**src/rtl/bdcc_pkg.sv**
```systemverilog
package bdcc_pkg;

   // Width of the internal time base; timestamps wrap modulo 2^TIME_WIDTH.
   localparam int TIME_WIDTH = 32;

   // Width of the timestamp field on the input channel.
   localparam int STAMP_WIDTH = 32;

   // Width of the timeout configuration registers.
   localparam int TIMEOUT_WIDTH = 32;

   typedef logic [TIME_WIDTH-1:0] time_type;

   // Configuration register indexes.
   typedef enum logic [1:0] {
      CSR_INVERSE_POLARITY     = 2'd0,
      CSR_BOUNCE_TIMEOUT       = 2'd1,
      CSR_DOUBLE_CLICK_TIMEOUT = 2'd2
   } csr_index_type;

   localparam logic [TIMEOUT_WIDTH-1:0] BOUNCE_TIMEOUT_RESET       = 32'd50000;
   localparam logic [TIMEOUT_WIDTH-1:0] DOUBLE_CLICK_TIMEOUT_RESET = 32'd300000;

   // Event codes on the result channel.
   typedef enum logic [1:0] {
      EV_PRESS   = 2'd0,
      EV_RELEASE = 2'd1,
      EV_CLICK   = 2'd2,
      EV_DOUBLE  = 2'd3
   } event_type;

   // Configuration as seen by the classifier.
   typedef struct packed {
      logic                     inverse_polarity;
      logic [TIMEOUT_WIDTH-1:0] bounce_timeout;
      logic [TIMEOUT_WIDTH-1:0] double_click_timeout;
   } cfg_type;

   // Outcome of classifying one sample: how many events and which.
   typedef struct packed {
      logic [1:0] event_count;
      event_type  first_code;
      event_type  second_code;
   } decision_type;

   // Fit a 32-bit value into the time base: truncate or zero-extend.
   function automatic time_type to_time(input logic [STAMP_WIDTH-1:0] value);
      time_type result;
      result = '0;
      for (int i = 0; i < TIME_WIDTH && i < STAMP_WIDTH; i++) begin
         result[i] = value[i];
      end
      return result;
   endfunction

endpackage

```
**src/rtl/bdcc_classify.sv**
```systemverilog
module bdcc_classify (
   input  logic                  clock,
   input  logic                  reset,
   input  bdcc_pkg::cfg_type     cfg,
   input  logic                  level,
   input  bdcc_pkg::time_type    now,
   input  logic                  consume,
   output bdcc_pkg::decision_type decision
);
   import bdcc_pkg::*;

   logic     raw_level_ff;
   time_type last_change_time_ff;
   time_type last_click_time_ff;

   time_type change_delta;
   time_type click_delta;
   logic     bounce;
   logic     change_taken;
   logic     pressed;
   logic     quick_repeat;

   // Elapsed times wrap modulo the time base.
   assign change_delta = now - last_change_time_ff;
   assign click_delta  = now - last_click_time_ff;
   assign bounce       = change_delta < to_time(cfg.bounce_timeout);
   assign quick_repeat = click_delta < to_time(cfg.double_click_timeout);
   assign change_taken = !bounce && (raw_level_ff != level);
   assign pressed      = level ^ cfg.inverse_polarity;

   // A release yields one event, a press yields press plus click or double click.
   always_comb begin
      decision.event_count = 2'd0;
      decision.first_code  = EV_RELEASE;
      decision.second_code = quick_repeat ? EV_DOUBLE : EV_CLICK;
      if (change_taken) begin
         if (pressed) begin
            decision.event_count = 2'd2;
            decision.first_code  = EV_PRESS;
         end else begin
            decision.event_count = 2'd1;
         end
      end
   end

   // Debounce state advances once per consumed sample.
   always_ff @(posedge clock) begin
      if (reset) begin
         raw_level_ff        <= 1'b0;
         last_change_time_ff <= '0;
         last_click_time_ff  <= '0;
      end else if (consume) begin
         raw_level_ff <= level;
         if (change_taken) begin
            last_change_time_ff <= now;
            if (pressed) begin
               last_click_time_ff <= now;
            end
         end
      end
   end

endmodule

```
**src/rtl/button_debounce_click_classifier.sv**
```systemverilog
// Button debounce and click classifier. Each request beat is one pin-change
// sample (raw level and wrapping microsecond timestamp). Changes closer than
// the bounce timeout to the last accepted change, or that do not change the
// level, produce no event. An accepted release produces RELEASE; an accepted
// press produces PRESS followed by CLICK, or DOUBLE when it comes within
// the double-click timeout of the previous click. rsp_tlast marks the final
// event of a sample. Each sample is held in the input register, classified
// and its first event registered. A new sample can be taken every cycle
// while samples produce at most one event and the result channel is ready;
// a press occupies the single result port for two beats, so the next sample
// waits for the second to leave. Configuration writes are accepted every
// cycle and must be made while no sample is in flight.
module button_debounce_click_classifier (
   input  logic        clock,
   input  logic        reset,
   // Request channel.
   input  logic        req_tvalid,
   output logic        req_tready,
   input  logic [39:0] req_tdata,   // [0] level, [32:1] time_us, rest zero
   // Result channel.
   output logic        rsp_tvalid,
   input  logic        rsp_tready,
   output logic [7:0]  rsp_tdata,   // [1:0] event_code, rest zero
   output logic        rsp_tlast,   // last_of_run
   // Configuration write channel.
   input  logic        csr_valid,
   output logic        csr_ready,
   input  logic [1:0]  csr_index,
   input  logic [31:0] csr_data
);
   import bdcc_pkg::*;

   cfg_type      cfg_ff;
   logic         in_valid_ff;
   logic         in_level_ff;
   time_type     in_time_ff;
   decision_type decision;
   logic         out_free;
   logic         consume;
   logic         rsp_valid_ff;
   event_type    rsp_code_ff;
   logic         rsp_last_ff;
   logic         pend_valid_ff;
   event_type    pend_code_ff;

   // Configuration registers.
   assign csr_ready = 1'b1;

   always_ff @(posedge clock) begin
      if (reset) begin
         cfg_ff.inverse_polarity     <= 1'b0;
         cfg_ff.bounce_timeout       <= BOUNCE_TIMEOUT_RESET;
         cfg_ff.double_click_timeout <= DOUBLE_CLICK_TIMEOUT_RESET;
      end else if (csr_valid) begin
         unique case (csr_index)
            CSR_INVERSE_POLARITY:     cfg_ff.inverse_polarity     <= csr_data[0];
            CSR_BOUNCE_TIMEOUT:       cfg_ff.bounce_timeout       <= csr_data;
            CSR_DOUBLE_CLICK_TIMEOUT: cfg_ff.double_click_timeout <= csr_data;
            default: ;
         endcase
      end
   end

   // The result stage can take new events when nothing is pending and the
   // current beat is empty or leaving.
   assign out_free   = !pend_valid_ff && (!rsp_valid_ff || rsp_tready);
   assign consume    = in_valid_ff && ((decision.event_count == 2'd0) || out_free);
   assign req_tready = !in_valid_ff || consume;

   // Input register.
   always_ff @(posedge clock) begin
      if (reset) begin
         in_valid_ff <= 1'b0;
      end else if (req_tready) begin
         in_valid_ff <= req_tvalid;
      end
   end

   always_ff @(posedge clock) begin
      if (req_tready && req_tvalid) begin
         in_level_ff <= req_tdata[0];
         in_time_ff  <= to_time(req_tdata[STAMP_WIDTH:1]);
      end
   end

   bdcc_classify u_classify (
      .clock    (clock),
      .reset    (reset),
      .cfg      (cfg_ff),
      .level    (in_level_ff),
      .now      (in_time_ff),
      .consume  (consume),
      .decision (decision)
   );

   // Result register plus one pending slot for the second event of a press.
   always_ff @(posedge clock) begin
      if (reset) begin
         rsp_valid_ff  <= 1'b0;
         pend_valid_ff <= 1'b0;
      end else if (consume && (decision.event_count != 2'd0)) begin
         rsp_valid_ff  <= 1'b1;
         pend_valid_ff <= (decision.event_count == 2'd2);
      end else if (rsp_valid_ff && rsp_tready) begin
         rsp_valid_ff  <= pend_valid_ff;
         pend_valid_ff <= 1'b0;
      end
   end

   always_ff @(posedge clock) begin
      if (consume && (decision.event_count != 2'd0)) begin
         rsp_code_ff  <= decision.first_code;
         rsp_last_ff  <= (decision.event_count == 2'd1);
         pend_code_ff <= decision.second_code;
      end else if (rsp_valid_ff && rsp_tready && pend_valid_ff) begin
         rsp_code_ff <= pend_code_ff;
         rsp_last_ff <= 1'b1;
      end
   end

   assign rsp_tvalid = rsp_valid_ff;
   assign rsp_tdata  = {6'd0, rsp_code_ff};
   assign rsp_tlast  = rsp_last_ff;

endmodule
```
**config.mk**
```make
export PLATFORM = sky130hd
export DESIGN_NAME = button_debounce_click_classifier
export DESIGN_NICKNAME = d
export VERILOG_FILES = /design/src/rtl/bdcc_pkg.sv /design/src/rtl/bdcc_classify.sv /design/src/rtl/button_debounce_click_classifier.sv
export SDC_FILE = /design/constraint.sdc
export NUM_CORES = 1
export LEC_CHECK = 0
export ABC_CLOCK_PERIOD_IN_PS = 16000
export BUFFER_PORTS_ARGS = -buffer_cell sky130_fd_sc_hd__buf_2
export CELL_PAD_IN_SITES_DETAIL_PLACEMENT = 0
export CELL_PAD_IN_SITES_GLOBAL_PLACEMENT = 1
export CORE_UTILIZATION = 30
export CTS_CLUSTER_SIZE = 28
export DETAILED_ROUTE_END_ITERATION = 16
export PLACE_DENSITY = 0.53
export SLEW_MARGIN = 20
export SYNTH_ARGS = -nofsm -noshare
export SYNTH_HDL_FRONTEND = slang
export SYNTH_SLANG_ARGS = --single-unit
```
**constraint.sdc**
```tcl
create_clock -name clock -period 16 [get_ports clock]
set_input_delay 1.6 -clock clock [delete_from_list [all_inputs] [get_ports clock]]
set_output_delay 1.6 -clock clock [all_outputs]
set_load 0.02 [all_outputs]
```
## Yosys cells after proc, flatten, opt, wreduce, memory -nomap -nowiden

Index checks and enable logic that the tools add are counted.
W data, S select, Z words.

| word-level totals | value |
|---|---|
| register bits after elaboration | 171 |
| bits of input ports | 79 |
| output and inout bits | 12 |
| word-level logic and storage cells | 60 |

| cells by class | value |
|---|---|
| add/subtract/negate cells | 2 |
| order comparisons | 2 |
| equality and inequality tests | 5 |
| mux-type cells | 12 |
| bitwise operators | 1 |
| reduce and logical (&&, ||, !) cells | 24 |

Operator list:

| kind | count |
|---|---|
| $lt A32 B32 Y1 | 2 |
| $sub A32 B32 Y32 | 2 |
| $mux W1 | 8 |
| $reduce_and A2 Y1 | 4 |
| $logic_and A1 B1 Y1 | 7 |
| $mux W2 | 3 |
| $reduce_bool A2 Y1 | 3 |
| $eq A2 B1 Y1 const B | 2 |
| $eq A2 B2 Y1 const B | 2 |
| $logic_not A1 Y1 | 4 |
| $logic_not A2 Y1 | 2 |
| $mux W4 | 1 |
| $logic_or A1 B1 Y1 | 3 |
| $reduce_and A3 Y1 | 1 |
| $ne A1 B1 Y1 | 1 |
| $xor A1 B1 Y1 | 1 |

## Depth between registers and ports, before layout

| depth | value |
|---|---|
| depth after elaboration | 10 |
| mapped depth | 25 |

## Modules after synthesis

A second synthesis with hierarchy kept.

| unflattened totals | value |
|---|---|
| cell total of the unflattened synthesis | 1,285 |
| area, all modules | 10,901.7 µm² |

By module, submodules not included:

| module | times used | cells each | area an instance (µm²) | seq. area each (µm²) |
|---|---|---|---|---|
| bdcc_classify | 1 | 928 | 7,190.6 | 1,301.2 |
| button_debounce_click_classifier | 1 | 357 | 3,711.1 | 2,502.4 |

## Worst setup path before layout

Ideal clock, no wire load.

| timing | value |
|---|---|
| path kind | reg2reg |
| start | reg in_time_ff[0] |
| end | reg in_level_ff, enable pin |
| setup time | 0.427 ns |
| data arrival time | 5.484 ns |
| required time | 15.573 ns |
| slack | 10.089 ns |
| stages on the path, launching flop included | 22 |
| path buffers | 0 |
| path through | edfxtp_1 inv_1 ha_1 inv_1 fa_1 a21oi_2 o311ai_1 a31o_2 a311o_2 a31oi_4 o21ai_2 a211oi_2 o21ai_1 xor2_1 ha_1 nand4_1 nor4_1 a221o_1 a211oi_2 and2_1 nor3_1 nor2b_1 |

| between the ends | value |
|---|---|
| longest elaborated chain between the ends | 10 |

Ends and longest elaborated chain:

| what | line | source |
|---|---|---|
| from (decl) | button_debounce_click_classifier.sv:36 | `time_type in_time_ff;` |
| from (signal assigned) | button_debounce_click_classifier.sv:82 | `in_time_ff <= to_time(req_tdata[STAMP_WIDTH:1]);` |
| $sub A32 B32 Y32 | bdcc_classify.sv:24 | `assign change_delta = now - last_change_time_ff;` |
| $lt A32 B32 Y1 | bdcc_classify.sv:26 | `assign bounce = change_delta < to_time(cfg.bounce_timeout);` |
| $logic_not A1 Y1 | bdcc_classify.sv:28 | `assign change_taken = !bounce && (raw_level_ff != level);` |
| $logic_and A1 B1 Y1 | bdcc_classify.sv:28 |  |
| $mux W4 | bdcc_classify.sv:36 | `if (change_taken) begin` |
| $logic_not A2 Y1 | button_debounce_click_classifier.sv:67 | `assign consume = in_valid_ff && ((decision.event_count == 2'd0) \|\| out_free);` |
| $logic_or A1 B1 Y1 | button_debounce_click_classifier.sv:67 |  |
| $logic_and A1 B1 Y1 | button_debounce_click_classifier.sv:67 |  |
| $logic_or A1 B1 Y1 | button_debounce_click_classifier.sv:68 | `assign req_tready = !in_valid_ff \|\| consume;` |
| $logic_and A1 B1 Y1 | button_debounce_click_classifier.sv:80 | `if (req_tready && req_tvalid) begin` |
| to (signal assigned) | button_debounce_click_classifier.sv:81 | `in_level_ff <= req_tdata[0];` |
| to (decl) | button_debounce_click_classifier.sv:35 | `logic in_level_ff;` |

No other way between the ends.
A chain may end at the register's enable or synchronous reset.

## Worst setup path in the final report

| timing | value |
|---|---|
| start | reg in_time_ff[0] |
| end | out req_tready |

| between the ends | value |
|---|---|
| longest elaborated chain between the ends | 9 |

Ends and longest elaborated chain:

| what | line | source |
|---|---|---|
| $sub A32 B32 Y32 | bdcc_classify.sv:24 |  |
| $lt A32 B32 Y1 | bdcc_classify.sv:26 |  |
| $logic_not A1 Y1 | bdcc_classify.sv:28 |  |
| $logic_and A1 B1 Y1 | bdcc_classify.sv:28 |  |
| $mux W4 | bdcc_classify.sv:36 |  |
| $logic_not A2 Y1 | button_debounce_click_classifier.sv:67 |  |
| $logic_or A1 B1 Y1 | button_debounce_click_classifier.sv:67 |  |
| $logic_and A1 B1 Y1 | button_debounce_click_classifier.sv:67 |  |
| $logic_or A1 B1 Y1 | button_debounce_click_classifier.sv:68 |  |
| to (decl) | button_debounce_click_classifier.sv:18 | `output logic req_tready,` |

No other way between the ends.

==> results.sh <==
export IMPL_synth_edf_count=37
export IMPL_diodes=0
export IMPL_synth_top_area_share_pct=25.1
export IMPL_vias=8505
export IMPL_setup_viol=0
export IMPL_cts_tree="built"
export IMPL_worstSkewPairLatency_ns=0.45
export IMPL_portBuffers=76
export IMPL_slew_viol_final=0
export IMPL_grt_overflow=0
export IMPL_synth_distinct_cells=65
export IMPL_row_count=68
export IMPL_crit_required_ns=14.40
export IMPL_clock_sinks=170
export IMPL_synthArstFlopShare_pct=0
export IMPL_yosysSeqAreaShare_pct=35.6
export IMPL_synth_area_leaders="dfxtp_1, ha_1, edfxtp_1"
export IMPL_yosys_area_top_type="dfxtp_1"
export IMPL_finalNonFillerCells=1788
export IMPL_outcome="complete, no violations"
export IMPL_dr_pass1_iters=5
export IMPL_path_max_fanout=3
export IMPL_relSlewSlack_pct=39.5
export IMPL_post_route_period_util_pct=47.6
export IMPL_syn_avg_cell_area_um2=8.41
export IMPL_ys_ff_latch=170
export IMPL_initial_core_util_pct=30.6
export IMPL_nFillCells=3703
export IMPL_drt_iter0_markers=400
export IMPL_hold_buffers=0
export IMPL_ys_flop_type="dfxtp_1"
export IMPL_arrival_ns=6.02
export IMPL_core_area_um2=34600
export IMPL_cts_repair_timing_setup_buffer_count=0
export IMPL_synth_cells=1259
export IMPL_fin_worst_skew_ns=0.0151
export IMPL_grt_pass1_vias=8269
export IMPL_p_total_uw=1190
export IMPL_cp_start_kind="flop"
export IMPL_cp_end_kind="output pin"
export IMPL_r2r_end="u_classify.last_change_time_ff[9]$_SDFFE_PP0P_"
export IMPL_hold_start="u_classify.last_change_time_ff[1]$_SDFFE_PP0P_"
export IMPL_synth_area_um2=10600
export IMPL_finalHoldViolations=0
export IMPL_multi_input_area_um2=6030
export IMPL_grt_setup_unrepaired="no"
export IMPL_post_drt_wl_per_cell_um=16.2
export IMPL_final_cell_mix="nand2_1, a21oi_1, inv_1"
export IMPL_criticalPathCategory="reg2out"
export IMPL_syn2layout_area_growth_pct=13.1
export IMPL_grt_usage_pct=16.9
export IMPL_cts_buffers=17
export IMPL_rr_worst_depth=23
export IMPL_r2r_slack_ns=9.59
export IMPL_grt_pass1_wl_mm=46.3
export IMPL_clk_pin_slew_ns=0.07
export IMPL_ir_worst_vdd_mv=0.0787
export IMPL_startpoint="in_time_ff[0]$_DFFE_PP_"
export IMPL_antenna_left=0
export IMPL_hold_slack_ns=0.454
export IMPL_drc_errors=0
export IMPL_cellLeakagePower_uw=0.00495
export IMPL_dieWidth_um=190
export IMPL_via_per_inst=4.76
export IMPL_hpwl_mm=21.2
export IMPL_grt_max_degree=75
export IMPL_htree_levels=4
export IMPL_max_slew_worst_pin_slew_ns=0.908
export IMPL_min_delay_path_class="reg2reg"
export IMPL_fp_dieArea_um2=36100
export IMPL_ff_latch_area_um2=3770
export IMPL_drive_gt1_share_pct=10.1
export IMPL_fin_util_pct=34.6
export IMPL_reg2reg_from="in_time_ff[0]$_DFFE_PP_"
export IMPL_nets=1525
export IMPL_fmax_ghz=0.131
export IMPL_hold_depth=2
export IMPL_hold_end="u_classify.last_change_time_ff[1]$_SDFFE_PP0P_"
export IMPL_gp_congestion=0.818
export IMPL_dp_cells=1756
export IMPL_routed_wl_mm=29.0
export IMPL_antenna_found_initial=0
export IMPL_setup_tns_final_ns=0
export IMPL_num_io_pins=91
export IMPL_clock_path_buffers=2
export IMPL_ys_warn_count=0
export IMPL_final_common_cell="nand2_1"
export IMPL_cts_root_buf="clkbuf_16"
export IMPL_ctsResizeCount=0
export IMPL_layout_min_cycle_time_ns=7.62
export IMPL_power_density_nw_per_um2=99.0
export IMPL_die_height_um=190
export IMPL_maxCapViolCount=0
==> report_power, final <==
part | internal [uW] | leakage [uW] | switching [uW]
logic | 117 | 0.00321 | 156
registers | 458 | 0.00144 | 13.1
clock network | 254 | 0.000295 | 189
==> worst max-delay path by stage <==
stage | end | slack (ns) | cells after the start
floorplan | in_level_ff$_DFFE_PP_ | 10.09 | 21
global placement | req_tready | 8.89 | 21
detailed placement | req_tready | 8.87 | 21
CTS | req_tready | 8.35 | 21
global route | req_tready | 8.06 | 21
finish | req_tready | 8.38 | 21
==> routing by layer <==
| metal | wire length, um | track usage [%] | vias up | share of wire (%) |
|---|---|---|---|---|
| met2 | 13200 | 26.9 | 121 | 45 |
| met1 | 14500 | 23.1 | 3943 | 50 |
| met3 | 906 | 3.39 | 21 | 3.1 |
| li1 | - | - | 4420 | - |
| met5 | 0 | 0 | - | 0 |
| met4 | 372 | 4.31 | 0 | 1.3 |
==> cell usage after synthesis (21+ instances only) <==
library cell	count
a21o_1	45
ha_1	124
nand4_1	21
edfxtp_1	37
nor2_1	80
o21ai_0	32
a21oi_1	148
nand2_1	193
mux2i_1	34
inv_1	146
clkbuf_1	31
xnor2_1	41
dfxtp_1	133
==> area by class of cell <==
type                            instances  area share [%]
Clock inverter                         11            1.20
Tap cell                              455            4.75
Timing Repair Buffer                   85            3.76
Clock buffer                           21            3.84
Sequential cell                       170            31.5
Multi-Input combinational cell        900            50.4
Inverter                              146            4.57
==> logic make-up after synthesis <==
group                    Yosys count  share of synthesized area, %
XOR/XNOR                          59                          4.88
multiplexers                      34                          3.21
adder cells (fa/ha/maj)          126                          15.0
flip-flops                       170                          35.6
AO/OA/AOI/OAI                    311                          18.5
AND/OR/NAND/NOR                  363                          15.0
buffers and inverters            194                          7.70
other                              2                        0.0709
==> critical path: stages, from the launching register on <==
cell and delay [ns]:
edfxtp_1 0.43, inv_1 0.12, ha_1 0.18, inv_1 0.06, fa_1 0.42, a21oi_2 0.17, o311ai_1 0.14, a31o_2 0.30
a311o_2 0.43, a31oi_4 0.27, o21ai_2 0.13, a211oi_2 0.27, o21ai_1 0.12, xor2_1 0.18, ha_1 0.31, nand4_1 0.15
nor4_1 0.62, o2111ai_1 0.33, and2_1 0.27, nor3_1 0.43, inv_1 0.07, buf_2 0.17
==> stage by stage <==
stage               setup WS [ns]  instance area [um^2]
floorplan                   10.09                 10600
global placement             8.89                 11400
detailed placement           8.87                 11400
CTS                          8.35                 12000
global route                 8.06                 12000
finish                       8.38                 12000
==> registers in the layout, summed over array words and instances (netlist names), 2 cells and up <==
register	flops
u_classify.last_change_time_ff	32
cfg_ff	65
u_classify.last_click_time_ff	32
in_time_ff	32
rsp_code_ff	2
Power figures use the tool's default switching activity.
